## src/hdl/multilevel_priority_fifo_core_macros.svh

```systemverilog
// Assertion macros used by the priority queue back end.
// Each macro expects signals named clk and rst_n in the scope where it is used.
`ifndef MULTILEVEL_PRIORITY_FIFO_CORE_MACROS_SVH
`define MULTILEVEL_PRIORITY_FIFO_CORE_MACROS_SVH

// A condition that must hold at every clock edge out of reset.
`define MPFQ_ASSERT_HOLD(label, cond, msg) \
  label: assert property (@(posedge clk) disable iff (!rst_n) (cond)) else $error(msg);

// A condition that must hold in the cycle after a trigger.
`define MPFQ_ASSERT_NEXT(label, trig, cond, msg) \
  label: assert property (@(posedge clk) disable iff (!rst_n) (trig) |=> (cond)) \
    else $error(msg);

`endif

```

## src/hdl/mpfq_pkg.sv

```systemverilog
// Types and constants for the multilevel priority queue.
// Used by the front end, the back end and the top level; depends on nothing.
package mpfq_pkg;

  localparam int ENTRY_W   = 8;
  localparam int PRIO_W    = 3;
  localparam int CNT_OUT_W = 7;

  localparam logic MODE_ENQ = 1'b0;
  localparam logic MODE_DEQ = 1'b1;

  typedef logic [1:0] status_t;
  localparam status_t ST_OK       = 2'd0;
  localparam status_t ST_BAD_PRIO = 2'd1;
  localparam status_t ST_EMPTY    = 2'd2;
  localparam status_t ST_FULL     = 2'd3;

  typedef logic [1:0] op_kind_t;
  localparam op_kind_t OP_ENQ = 2'd0;
  localparam op_kind_t OP_DEQ = 2'd1;
  localparam op_kind_t OP_REJ = 2'd2;

  typedef struct packed {
    logic                mode;
    logic [PRIO_W-1:0]   priority_req;
    logic [ENTRY_W-1:0]  entry_id;
  } mpfq_in_t;

  typedef struct packed {
    status_t              status;
    logic [ENTRY_W-1:0]   removed_entry;
    logic                 head_valid;
    logic [ENTRY_W-1:0]   head_entry;
    logic [CNT_OUT_W-1:0] total_count;
  } mpfq_out_t;

  typedef struct packed {
    op_kind_t            kind;
    logic [PRIO_W-1:0]   prio;
    logic [ENTRY_W-1:0]  id;
  } mpfq_cmd_t;

  // Head of the command queue as seen by the back end.
  typedef struct packed {
    logic      valid;
    mpfq_cmd_t cmd;
  } mpfq_q_t;

endpackage

```

## src/hdl/mpfq_front.sv

```systemverilog
// Front end of the priority queue: takes items, classifies them and holds them
// in a two-entry command queue for the back end. Depends on mpfq_pkg.
module mpfq_front import mpfq_pkg::*; #(
  parameter int MAX_LEVEL = 5
) (
  input  logic     clk,
  input  logic     rst_n,
  input  logic     start,
  output logic     busy,
  input  mpfq_in_t in_item,
  output mpfq_q_t  q_head,
  input  logic     q_pop
);

  localparam int QDEPTH = 2;

  mpfq_cmd_t  q_mem_r [QDEPTH];
  logic       wr_ptr_r;
  logic       rd_ptr_r;
  logic [1:0] cnt_r;
  logic [1:0] cnt_nxt;
  logic       push;
  mpfq_cmd_t  cmd;

  assign busy = (cnt_r == 2'(QDEPTH));
  assign push = start && !busy;

  // An enqueue priority above the top level is caught here and sent on as a reject.
  always_comb begin
    cmd.prio = in_item.priority_req;
    cmd.id   = in_item.entry_id;
    if (in_item.mode == MODE_DEQ) begin
      cmd.kind = OP_DEQ;
    end else if (int'(in_item.priority_req) > MAX_LEVEL) begin
      cmd.kind = OP_REJ;
    end else begin
      cmd.kind = OP_ENQ;
    end
  end

  always_comb begin
    cnt_nxt = cnt_r;
    if (push && !q_pop) begin
      cnt_nxt = cnt_r + 2'd1;
    end else if (!push && q_pop) begin
      cnt_nxt = cnt_r - 2'd1;
    end
  end

  always_ff @(posedge clk) begin
    if (!rst_n) begin
      cnt_r    <= 2'd0;
      wr_ptr_r <= 1'b0;
      rd_ptr_r <= 1'b0;
    end else begin
      cnt_r <= cnt_nxt;
      if (push) begin
        wr_ptr_r <= ~wr_ptr_r;
      end
      if (q_pop) begin
        rd_ptr_r <= ~rd_ptr_r;
      end
    end
  end

  always_ff @(posedge clk) begin
    if (push) begin
      q_mem_r[wr_ptr_r] <= cmd;
    end
  end

  assign q_head.valid = (cnt_r != 2'd0);
  assign q_head.cmd   = q_mem_r[rd_ptr_r];

endmodule

```

## src/hdl/mpfq_back.sv

```systemverilog
// Back end of the priority queue: slot pool, per-level linked lists and the
// sequencer that executes one command at a time. Depends on mpfq_pkg and the macros.
`include "multilevel_priority_fifo_core_macros.svh"

module mpfq_back import mpfq_pkg::*; #(
  parameter int MAX_LEVEL = 5,
  parameter int CAPACITY  = 64,
  parameter int ID_WIDTH  = 8
) (
  input  logic      clk,
  input  logic      rst_n,
  input  mpfq_q_t   q_head,
  output logic      q_pop,
  output logic      out_valid,
  output mpfq_out_t out_item
);

  localparam int NUM_LEVELS = MAX_LEVEL + 1;
  localparam int LW = (NUM_LEVELS > 1) ? $clog2(NUM_LEVELS) : 1;
  localparam int AW = (CAPACITY > 1) ? $clog2(CAPACITY) : 1;
  localparam int CW = $clog2(CAPACITY + 1);
  localparam int SW = (ID_WIDTH < ENTRY_W) ? ID_WIDTH : ENTRY_W;

  localparam logic [2:0] S_IDLE     = 3'd0;
  localparam logic [2:0] S_ENQ_WR   = 3'd1;
  localparam logic [2:0] S_DEQ_NEXT = 3'd2;
  localparam logic [2:0] S_DEQ_ID   = 3'd3;
  localparam logic [2:0] S_RESP     = 3'd4;

  // Slot pool memories.
  logic [SW-1:0] slot_entry_mem [CAPACITY];
  logic [AW-1:0] slot_next_mem  [CAPACITY];
  logic [AW-1:0] free_mem       [CAPACITY];

  // Per-level list state; head_id_r caches the entry of each head slot.
  logic [AW-1:0] head_r    [NUM_LEVELS];
  logic [AW-1:0] tail_r    [NUM_LEVELS];
  logic [SW-1:0] head_id_r [NUM_LEVELS];
  logic [CW-1:0] count_r   [NUM_LEVELS];
  logic [CW-1:0] total_r;

  // Freed slots go on a stack; slots never used yet come from fresh_r.
  logic [AW:0]   fsp_r;
  logic [AW:0]   fresh_r;
  logic [AW:0]   fsp_dec;

  logic [2:0]    state_r;
  logic [2:0]    state_nxt;
  logic [LW-1:0] lv_r;
  logic [AW-1:0] slot_r;
  logic          use_stack_r;
  logic [SW-1:0] id_r;
  status_t       status_r;
  logic [SW-1:0] removed_r;
  logic [AW-1:0] free_rd_r;
  logic [AW-1:0] next_rd_r;
  logic [SW-1:0] entry_rd_r;
  logic          out_valid_r;
  mpfq_out_t     out_item_r;

  logic [NUM_LEVELS-1:0] nonempty;
  logic [LW-1:0]         top_lv;
  logic                  any_q;
  logic [LW-1:0]         p_lv;
  logic [AW-1:0]         wr_slot;
  logic                  full;

  // Memory port controls.
  logic          fm_we;
  logic [AW-1:0] fm_wa;
  logic [AW-1:0] fm_wd;
  logic          fm_re;
  logic [AW-1:0] fm_ra;
  logic          sn_we;
  logic [AW-1:0] sn_wa;
  logic [AW-1:0] sn_wd;
  logic          sn_re;
  logic [AW-1:0] sn_ra;
  logic          se_we;
  logic [AW-1:0] se_wa;
  logic [SW-1:0] se_wd;
  logic          se_re;
  logic [AW-1:0] se_ra;

  always_comb begin
    top_lv = '0;
    for (int i = 0; i < NUM_LEVELS; i++) begin
      nonempty[i] = (count_r[i] != '0);
      if (nonempty[i]) begin
        top_lv = LW'(i);
      end
    end
  end

  assign any_q   = |nonempty;
  assign p_lv    = LW'(q_head.cmd.prio);
  assign full    = (total_r >= CW'(CAPACITY));
  assign fsp_dec = fsp_r - 1'b1;
  assign wr_slot = use_stack_r ? free_rd_r : slot_r;
  assign q_pop   = (state_r == S_IDLE) && q_head.valid;

  always_comb begin
    state_nxt = state_r;
    case (state_r)
      S_IDLE: begin
        if (q_pop) begin
          case (q_head.cmd.kind)
            OP_ENQ: begin
              state_nxt = full ? S_RESP : S_ENQ_WR;
            end
            OP_DEQ: begin
              if (!any_q || count_r[top_lv] == CW'(1)) begin
                state_nxt = S_RESP;
              end else begin
                state_nxt = S_DEQ_NEXT;
              end
            end
            default: begin
              state_nxt = S_RESP;
            end
          endcase
        end
      end
      S_ENQ_WR:   state_nxt = S_RESP;
      S_DEQ_NEXT: state_nxt = S_DEQ_ID;
      S_DEQ_ID:   state_nxt = S_RESP;
      S_RESP:     state_nxt = S_IDLE;
      default:    state_nxt = S_IDLE;
    endcase
  end

  always_comb begin
    fm_we = 1'b0;
    fm_wa = fsp_r[AW-1:0];
    fm_wd = head_r[top_lv];
    fm_re = 1'b0;
    fm_ra = fsp_dec[AW-1:0];
    sn_we = 1'b0;
    sn_wa = tail_r[lv_r];
    sn_wd = wr_slot;
    sn_re = 1'b0;
    sn_ra = head_r[top_lv];
    se_we = 1'b0;
    se_wa = wr_slot;
    se_wd = id_r;
    se_re = 1'b0;
    se_ra = next_rd_r;
    case (state_r)
      S_IDLE: begin
        if (q_pop && q_head.cmd.kind == OP_ENQ && !full && fsp_r != '0) begin
          fm_re = 1'b1;
        end
        if (q_pop && q_head.cmd.kind == OP_DEQ && any_q) begin
          fm_we = 1'b1;
          sn_re = 1'b1;
        end
      end
      S_ENQ_WR: begin
        se_we = 1'b1;
        sn_we = (count_r[lv_r] != '0);
      end
      S_DEQ_NEXT: begin
        se_re = 1'b1;
      end
      default: begin
      end
    endcase
  end

  always_ff @(posedge clk) begin
    if (fm_we) begin
      free_mem[fm_wa] <= fm_wd;
    end
    if (fm_re) begin
      free_rd_r <= free_mem[fm_ra];
    end
  end

  always_ff @(posedge clk) begin
    if (sn_we) begin
      slot_next_mem[sn_wa] <= sn_wd;
    end
    if (sn_re) begin
      next_rd_r <= slot_next_mem[sn_ra];
    end
  end

  always_ff @(posedge clk) begin
    if (se_we) begin
      slot_entry_mem[se_wa] <= se_wd;
    end
    if (se_re) begin
      entry_rd_r <= slot_entry_mem[se_ra];
    end
  end

  // Control state.
  always_ff @(posedge clk) begin
    if (!rst_n) begin
      state_r     <= S_IDLE;
      total_r     <= '0;
      fsp_r       <= '0;
      fresh_r     <= '0;
      out_valid_r <= 1'b0;
      for (int i = 0; i < NUM_LEVELS; i++) begin
        count_r[i] <= '0;
      end
    end else begin
      state_r     <= state_nxt;
      out_valid_r <= (state_r == S_RESP);
      case (state_r)
        S_IDLE: begin
          if (q_pop && q_head.cmd.kind == OP_ENQ && !full) begin
            if (fsp_r != '0) begin
              fsp_r <= fsp_dec;
            end else begin
              fresh_r <= fresh_r + 1'b1;
            end
          end
          if (q_pop && q_head.cmd.kind == OP_DEQ && any_q) begin
            fsp_r           <= fsp_r + 1'b1;
            count_r[top_lv] <= count_r[top_lv] - CW'(1);
            total_r         <= total_r - CW'(1);
          end
        end
        S_ENQ_WR: begin
          count_r[lv_r] <= count_r[lv_r] + CW'(1);
          total_r       <= total_r + CW'(1);
        end
        default: begin
        end
      endcase
    end
  end

  // Payload registers.
  always_ff @(posedge clk) begin
    case (state_r)
      S_IDLE: begin
        if (q_pop) begin
          status_r  <= ST_OK;
          removed_r <= '0;
          case (q_head.cmd.kind)
            OP_ENQ: begin
              lv_r        <= p_lv;
              id_r        <= SW'(q_head.cmd.id);
              use_stack_r <= (fsp_r != '0);
              slot_r      <= fresh_r[AW-1:0];
              if (full) begin
                status_r <= ST_FULL;
              end
            end
            OP_DEQ: begin
              lv_r <= top_lv;
              if (any_q) begin
                removed_r <= head_id_r[top_lv];
              end else begin
                status_r <= ST_EMPTY;
              end
            end
            default: begin
              status_r <= ST_BAD_PRIO;
            end
          endcase
        end
      end
      S_ENQ_WR: begin
        // An empty level takes the new slot as its head as well.
        if (count_r[lv_r] == '0) begin
          head_r[lv_r]    <= wr_slot;
          head_id_r[lv_r] <= id_r;
        end
        tail_r[lv_r] <= wr_slot;
      end
      S_DEQ_NEXT: begin
        head_r[lv_r] <= next_rd_r;
      end
      S_DEQ_ID: begin
        head_id_r[lv_r] <= entry_rd_r;
      end
      S_RESP: begin
        out_item_r.status        <= status_r;
        out_item_r.removed_entry <= ENTRY_W'(removed_r);
        out_item_r.head_valid    <= any_q;
        out_item_r.head_entry    <= any_q ? ENTRY_W'(head_id_r[top_lv]) : '0;
        out_item_r.total_count   <= CNT_OUT_W'(total_r);
      end
      default: begin
      end
    endcase
  end

  assign out_valid = out_valid_r;
  assign out_item  = out_item_r;

  `MPFQ_ASSERT_HOLD(a_total_cap, total_r <= CW'(CAPACITY), "queued total exceeds capacity")
  `MPFQ_ASSERT_HOLD(a_stack_le_issued, fsp_r <= fresh_r, "free stack holds unissued slots")
  `MPFQ_ASSERT_HOLD(a_total_levels, (total_r == '0) == (any_q == 1'b0), "total and levels disagree")
  `MPFQ_ASSERT_NEXT(a_resp_strobe, state_r == S_RESP, out_valid_r, "result strobe missing")
  `MPFQ_ASSERT_NEXT(a_pop_busy, q_pop, state_r != S_IDLE, "sequencer idle after pop")

endmodule

```

## src/hdl/multilevel_priority_fifo_core.sv

```systemverilog
// A rejected, full or empty item or a dequeue that empties its level goes from S_IDLE
// straight to S_RESP; an enqueue passes through S_ENQ_WR, and other dequeues pass through
// S_DEQ_NEXT and S_DEQ_ID for two dependent reads of the slot memories. The sequencer
// holds one command at a time; a two-entry queue takes items meanwhile.
// Results are single-cycle strobes that the receiver cannot stall.
// Synchronous reset empties every level and returns all slots to the pool at once.
module multilevel_priority_fifo_core import mpfq_pkg::*; #(
  parameter int MAX_LEVEL = 5,
  parameter int CAPACITY  = 64,
  parameter int ID_WIDTH  = 8
) (
  input  logic      clk,
  input  logic      rst_n,
  input  logic      start,
  output logic      busy,
  input  mpfq_in_t  in_item,
  output logic      out_valid,
  output mpfq_out_t out_item
);

  mpfq_q_t q_head;
  logic    q_pop;

  mpfq_front #(
    .MAX_LEVEL (MAX_LEVEL)
  ) u_front (
    .clk     (clk),
    .rst_n   (rst_n),
    .start   (start),
    .busy    (busy),
    .in_item (in_item),
    .q_head  (q_head),
    .q_pop   (q_pop)
  );

  mpfq_back #(
    .MAX_LEVEL (MAX_LEVEL),
    .CAPACITY  (CAPACITY),
    .ID_WIDTH  (ID_WIDTH)
  ) u_back (
    .clk       (clk),
    .rst_n     (rst_n),
    .q_head    (q_head),
    .q_pop     (q_pop),
    .out_valid (out_valid),
    .out_item  (out_item)
  );

endmodule

```

## config.mk

```make
export PLATFORM = sky130hd
export DESIGN_NAME = multilevel_priority_fifo_core
export DESIGN_NICKNAME = d
export VERILOG_FILES = /design/src/hdl/mpfq_pkg.sv /design/src/hdl/mpfq_front.sv /design/src/hdl/mpfq_back.sv /design/src/hdl/multilevel_priority_fifo_core.sv
export VERILOG_INCLUDE_DIRS = /design/src /design/src/hdl
export SDC_FILE = /design/constraint.sdc
export NUM_CORES = 2
export LEC_CHECK = 0
export BUFFER_PORTS_ARGS = -buffer_cell sky130_fd_sc_hd__clkbuf_2
export CAP_MARGIN = 20
export CORE_AREA = 4 4 345 347
export CTS_CLUSTER_SIZE = 10
export DETAILED_ROUTE_END_ITERATION = 8
export DIE_AREA = 0 0 349 351
export PLACE_DENSITY = 0.7
export REMOVE_ABC_BUFFERS = 1
export SETUP_SLACK_MARGIN = 0.1
export SLEW_MARGIN = 20
export SYNTH_ARGS = -nofsm -noshare
export SYNTH_HDL_FRONTEND = slang
export SYNTH_SLANG_ARGS = --single-unit
```

## constraint.sdc

```tcl
create_clock -name clk -period 8.8 [get_ports clk]
set_input_delay 0 -clock clk [delete_from_list [all_inputs] [get_ports clk]]
set_output_delay 0 -clock clk [all_outputs]
set_load 0.01 [all_outputs]
```

# --- Word level (Yosys, flattened, before mapping) ---
# Memory sizes are Yosys's and may differ from the RTL's. A register that Yosys moved wholly into a read port is not among the register bits.
# Index checks and enable logic that the tools add are counted.
op_classes:
  add_sub_neg: 9
  order_cmp: 2
  eq_ne: 9
  muxes: 63
  n_bitwise: 5
  n_reduce_logical: 42
op_table:
  columns: ["cell", "count"]
  rows:
  - ["$reduce_bool A7 Y1", 8]
  - ["$mux W7", 6]
  - ["$mux W1", 31]
  - ["$add A7 B1 Y7 const B", 4]
  - ["$mux W3", 9]
  - ["$sub A7 B1 Y7 const B", 3]
  - ["$mux W2", 8]
  - ["$mux W8", 2]
  - ["$pmux W7 S2", 1]
  - ["$reduce_or A7 Y1", 2]
  - ["$mux W6", 2]
  - ["$pmux W3 S2", 2]
  - ["$reduce_and A3 Y1", 4]
  - ["$reduce_bool A2 Y1", 6]
  - ["$logic_and A1 B1 Y1", 9]
  - ["$pmux W3 S3", 1]
  - ["$eq A7 B1 Y1 const B", 1]
  - ["$ge A7 B7 Y1 const B", 1]
  - ["$logic_not A7 Y1", 1]
  - ["$eq A3 B2 Y1 const B", 2]
  - ["$reduce_or A6 Y1", 1]
  - ["$logic_not A1 Y1", 5]
  - ["$pmux W2 S2", 1]
  - ["$reduce_and A2 Y1", 2]
  - ["other kinds (15)", 18]
word_totals:
  register_bits: 83
  ram_bits: 1468
  inputBits: 15
  output_inout_bits: 28
  word_cells: 157
  n_memories: 8
memory_table:
  columns: ["name", "words", "width", "read_ports", "rd_clocked_by_memory_dff", "write_ports", "line", "source"]
  rows:
  - ["u_back.slot_entry_mem", 64, 8, 1, 1, 1, "mpfq_back.sv:31", "logic [SW-1:0] slot_entry_mem [CAPACITY];"]
  - ["u_back.free_mem", 64, 6, 1, 1, 1, "mpfq_back.sv:33", "logic [AW-1:0] free_mem [CAPACITY];"]
  - ["u_back.slot_next_mem", 64, 6, 1, 1, 1, "mpfq_back.sv:32", "logic [AW-1:0] slot_next_mem [CAPACITY];"]
  - ["u_back.head_id_r", 6, 8, 1, 0, 1, "mpfq_back.sv:38", "logic [SW-1:0] head_id_r [NUM_LEVELS];"]
  - ["u_back.count_r", 6, 7, 8, 1, 6, "mpfq_back.sv:39", "logic [CW-1:0] count_r [NUM_LEVELS];"]
  - ["u_back.head_r", 6, 6, 1, 0, 1, "mpfq_back.sv:36", "logic [AW-1:0] head_r [NUM_LEVELS];"]
  - ["2 more memories", null, null, null, null, null, null, null]

# --- Depth between registers and ports, before layout ---
# An unclocked memory read counts as a cell.
logic_depth:
  depth_word: 14
  mapped_depth: 15
  depth_no_buf: 12

# --- By module ---
# A second synthesis with hierarchy kept.
hier_totals:
  hier_cells: 3536
  hier_area_um2: 63244.4
modules_own_cells:
  columns: ["mod", "instances", "cells_each", "area_each_um2", "seq_area_each_um2"]
  rows:
  - ["mpfq_back", 1, 3469, 62067.0, 46484.6]
  - ["mpfq_front", 1, 67, 1177.4, 880.8]

# --- Worst setup path after synthesis ---
# Ideal clock, no wire load.
synth_path:
  path_kind: "register to register"
  startpoint: "mem u_back.count_r[3][1] in the netlist's numbering"
  endpoint: "reg u_back.next_rd_r[4] (read register of u_back.slot_next_mem) (data pin)"
  setup_ns: 0.269
  t_arrival_ns: 3.817
  required_ns: 8.531
  setup_slack_ns: 4.714
  stages_incl_launch_ff: 10
  path_buffers: 0
  synth_period_minus_slack_ns: 4.086
  cell_sequence: "edfxtp_1 nor3_1 nand2_1 o21a_2 nor2_1 o211ai_1 a21oi_2 nand2_1 a2111oi_2 a211oi_2"
synth_rtl:
  columns: ["element", "line", "source"]
  rows:
  - ["from (decl)", "mpfq_back.sv:39", null]
  - ["to (decl)", "mpfq_back.sv:56", "logic [AW-1:0] next_rd_r;"]

==> summary.md <==
| Metric | Value |
|---|---|
| Cts bufs inserted | 178 |
| Synthesis-to-layout area growth | 10.8% |
| Max clock buf depth | 3 |
| Worst slack at placement | ~3300 ps |
| First-pass GRT wire length | 215 mm |
| Routed WL | about 140 mm |
| CTS tree | done |
| Status | finished, final reports clean |
| Yosys cell types | 96 |
| Avg WL per Cell | 27.5 um |
| Setup TNS | 0 ps |
| Pwr Density | between 200 and 300 nW/um2 |
| Max_cap viols | 0 |
| Critical Path End Type | flip-flop |
| DR vias/cell | between 6 and 7 |
| Design area | ~70,000 um2 |
| Unrepaired setup endpoints after global routing | no |
| Max Fclk | 0.175 GHz |
| Min-Delay Path Class | primary input to flip-flop |
| Clock-pin slew on the worst setup and hold paths | around 60 ps |
| Sequential share of power | 0.455 |
| Routed Antenna Nets | 0 |
| Overflow after GRT | 0 |
| Initial DRC Count | ~4,100 |
| Placer Congestion | between 0.9 and 1 |
| Crit path max fanout | 74 |
| Most frequent cells in the layout | edfxtp_1 (1,556), mux4_2 (327), nor2_1 (326) |
| Clock power frac | 0.317 |
| Ant diodes | 0 |
| Layout cells sized above 1 | 0.197 |
| Cell count after synthesis | approximately 3,500 |
| Largest net degree at the start of global routing | about 130 |
| Die width | 349 um |
| H-tree depth | 4 |
| Sw Ratio | 0.285 |
| # DRC | 0 |
| Synth top area cells | edfxtp_1 (74%), mux4_2 (12%), nor2_1 (1.9%) |
| Final setup margin | ~3100 ps |
| IO Pins | 43 |
| Clk_lat worst skew | ~780 ps |
| Critical Path Start Type | flip-flop |
| Rows | around 130 |
| Syn Std Cell Area | 63,400 um2 |
| Syn. warnings | 0 |
| Async set-reset flop share out of synthesis | 0 |
| Slew Limit Fails | 0 |
| Initial antenna violation count | 1 |
| Slew at the pin closest to its max-slew limit | between 1000 and 1500 ps |
| Dpl cell area | approximately 65,000 um2 |
| Flops & latches, synth | about 1,600 |
| CP Data Required Time | 9300 ps |
| Tmin final | between 5000 and 6000 ps |
| Root Buffer | clkbuf_16 |
| Port bufs | between 40 and 50 |
| Combinational power share | 0.228 |
| Post-synth top area share | 0.737 |
| Hold Fails Final Rpt | 0 |
| Synth Flop Type | edfxtp_1 |
| Commonest non-fill, non-tap cell in the layout | edfxtp_1 |
| P_int | roughly 15,000 uW |
| Core Box Area | 116,000 um2 |
| Number of flops mapped to enable cells by yosys | 1,556 |
| GR Util All Layers | 0.237 |
| Pre-Repair DR Iteration Count | 8 |
| WS Path Type | flip-flop to flip-flop |
| Switching pwr | 5790 uW |
| Syn_area_per_cell | approximately 18 um2 |
| Clk sinks | approximately 1,600 |
| Nets | between 3,000 and 4,000 |
| Sequential area share after synthesis | 0.747 |
| Chip Height | 351 um |
| Initial Utilization | 0.547 |
| Final period utilization | 0.650 |
| Full die area | 122,000 um2 |
| Dpl hpwl | between 80 and 90 mm |
| Slew headroom | 0.263 |
| Synth area leader | edfxtp_1 |
| Vias in the first global route | roughly 33,000 |
| Critical path arrival | 6220 ps |
| VDD IR max | 0.216 mV |
| Clk_skew | slightly below 50 ps |
| Leak | approximately 0.022 uW |
| Via count | about 33,000 |
| # setup viols final | 0 |
-- power groups by stage --
| stage | sequential (uW) | clock, uW | combinational [uW] |
|---|---|---|---|
| after detailed placement | 9390 | 0 | 4630 |
| final | 9240 | 6420 | 4630 |
| after global routing | 9270 | 6850 | 4910 |
| after floorplan | 9550 | 0 | 2950 |
| after CTS | 9240 | 6520 | 4660 |
| after global placement | 9380 | 0 | 4570 |
-- layer usage --
| layer | GRT usage | vias to the layer above | wire length, um |
|---|---|---|---|
| met5 | 0 | - | 0 |
| met2 | 0.379 | 1538 | 69300 |
| met1 | 0.334 | 16700 | 56900 |
| met3 | 0.0430 | 254 | 11600 |
| li1 | - | 14000 | - |
| met4 | 0.0804 | 0 | 4380 |
-- cell usage after synthesis, drive strengths merged, types with 9 or more instances --
cell,count
inv,38
o22ai,21
o21ai,46
xnor2,17
a21oi,98
xor2,11
mux2i,41
clkbuf,94
ha,14
and3,22
o211ai,12
a32o,10
mux2,52
a211oi,18
buf,79
dfxtp,32
nor2,331
nand3,63
a221oi,9
nand2,319
mux4,329
nand4,15
and2,36
a21o,11
edfxtp,1556
a31oi,17
a32oi,22
or2,10
nor4,22
or3,10
nor3,19
-- layout make-up --
class / count / area, um2
Inverter: 39 / 158
Tap cell: 1524 / 1910
Multi-Input combinational cell: 1666 / 15100
Sequential cell: 1588 / 47400
Timing Repair Buffer: 117 / 891
Clock buffer: 217 / 4650
Clock inverter: 11 / 195
Fill cell: 8073 / 45600
-- stage by stage --
stage	cells	hold WS (ps)	power [uW]	util
detailed placement	4906	194	14000	0.562
CTS	5161	42.2	20400	0.606
floorplan	3293	98.9	12500	-
global route	5162	148	21000	0.607
finish	5162	140	20300	0.607
global placement	4905	189	13900	0.562
-- critical path, stage by stage, from the launching register on --
cell       delay [ps]
edfxtp_1          450
nor4_2            540
nand4_1           620
a21o_1            360
a2111oi_0         380
or2_2             230
buf_4             570
inv_6             380
buf_4             450
buf_12            270
mux2_1            340
o22ai_1           190
nor4b_2            90
a41oi_1           350
a221oi_2           50
-- cells by family (layout without fill, tap and decap cells) --
group | after synthesis | after routing | synth area share
buf+inv | 212 | 384 | 0.0157
simple gates | 877 | 877 | 0.0625
mux | 422 | 422 | 0.133
fa+ha+maj | 15 | 15 | 0.00308
compound gates | 324 | 324 | 0.0357
xor+xnor | 28 | 28 | 0.00387
flops | 1588 | 1588 | 0.747
-- final timing paths --
path	from	endpoint	slack, ps	cells past startpoint
setup / recovery	u_back.count_r[2][5]	u_back.next_rd_r[5]	3080	14
setup reg to reg	u_back.count_r[2][5]	u_back.next_rd_r[5]	3080	14
hold / removal	in_item[11]	u_front.q_mem_r[1][12]	140	3
hold reg to reg	u_back.removed_r[1]	u_back.out_item[17]	420	0
-- registers in the layout (all words and copies together) (netlist names), 2 cells and up, named ones only --
name and flops:
u_front.q_mem_r 26, u_back.head_r 36, u_back.status_r 2, u_back.free_mem 384, u_back.out_item 26, u_back.slot_r 6, u_back.head_id_r 48, u_back.count_r 56
u_back.slot_next_mem 384, u_back.id_r 8, u_back.entry_rd_r 8, u_back.fresh_r 6, u_back.slot_entry_mem 512, u_back.removed_r 8, u_back.next_rd_r 6, u_back.state_r 3
u_back.total_r 7, u_back.lv_r 3, u_back.free_rd_r 6, u_back.fsp_r 7, u_back.tail_r 36, u_front.cnt_r 2
-- repair_timing --
| item | 4_1_cts | 5_1_grt |
|---|---|---|
| buffers inserted | 0 | 0 |
| endpoints found under the hold margin | 79 | 0 |
| resized for setup | 0 | 0 |
| hold buffers | 27 | 0 |
(Power assumes the default switching activity.)
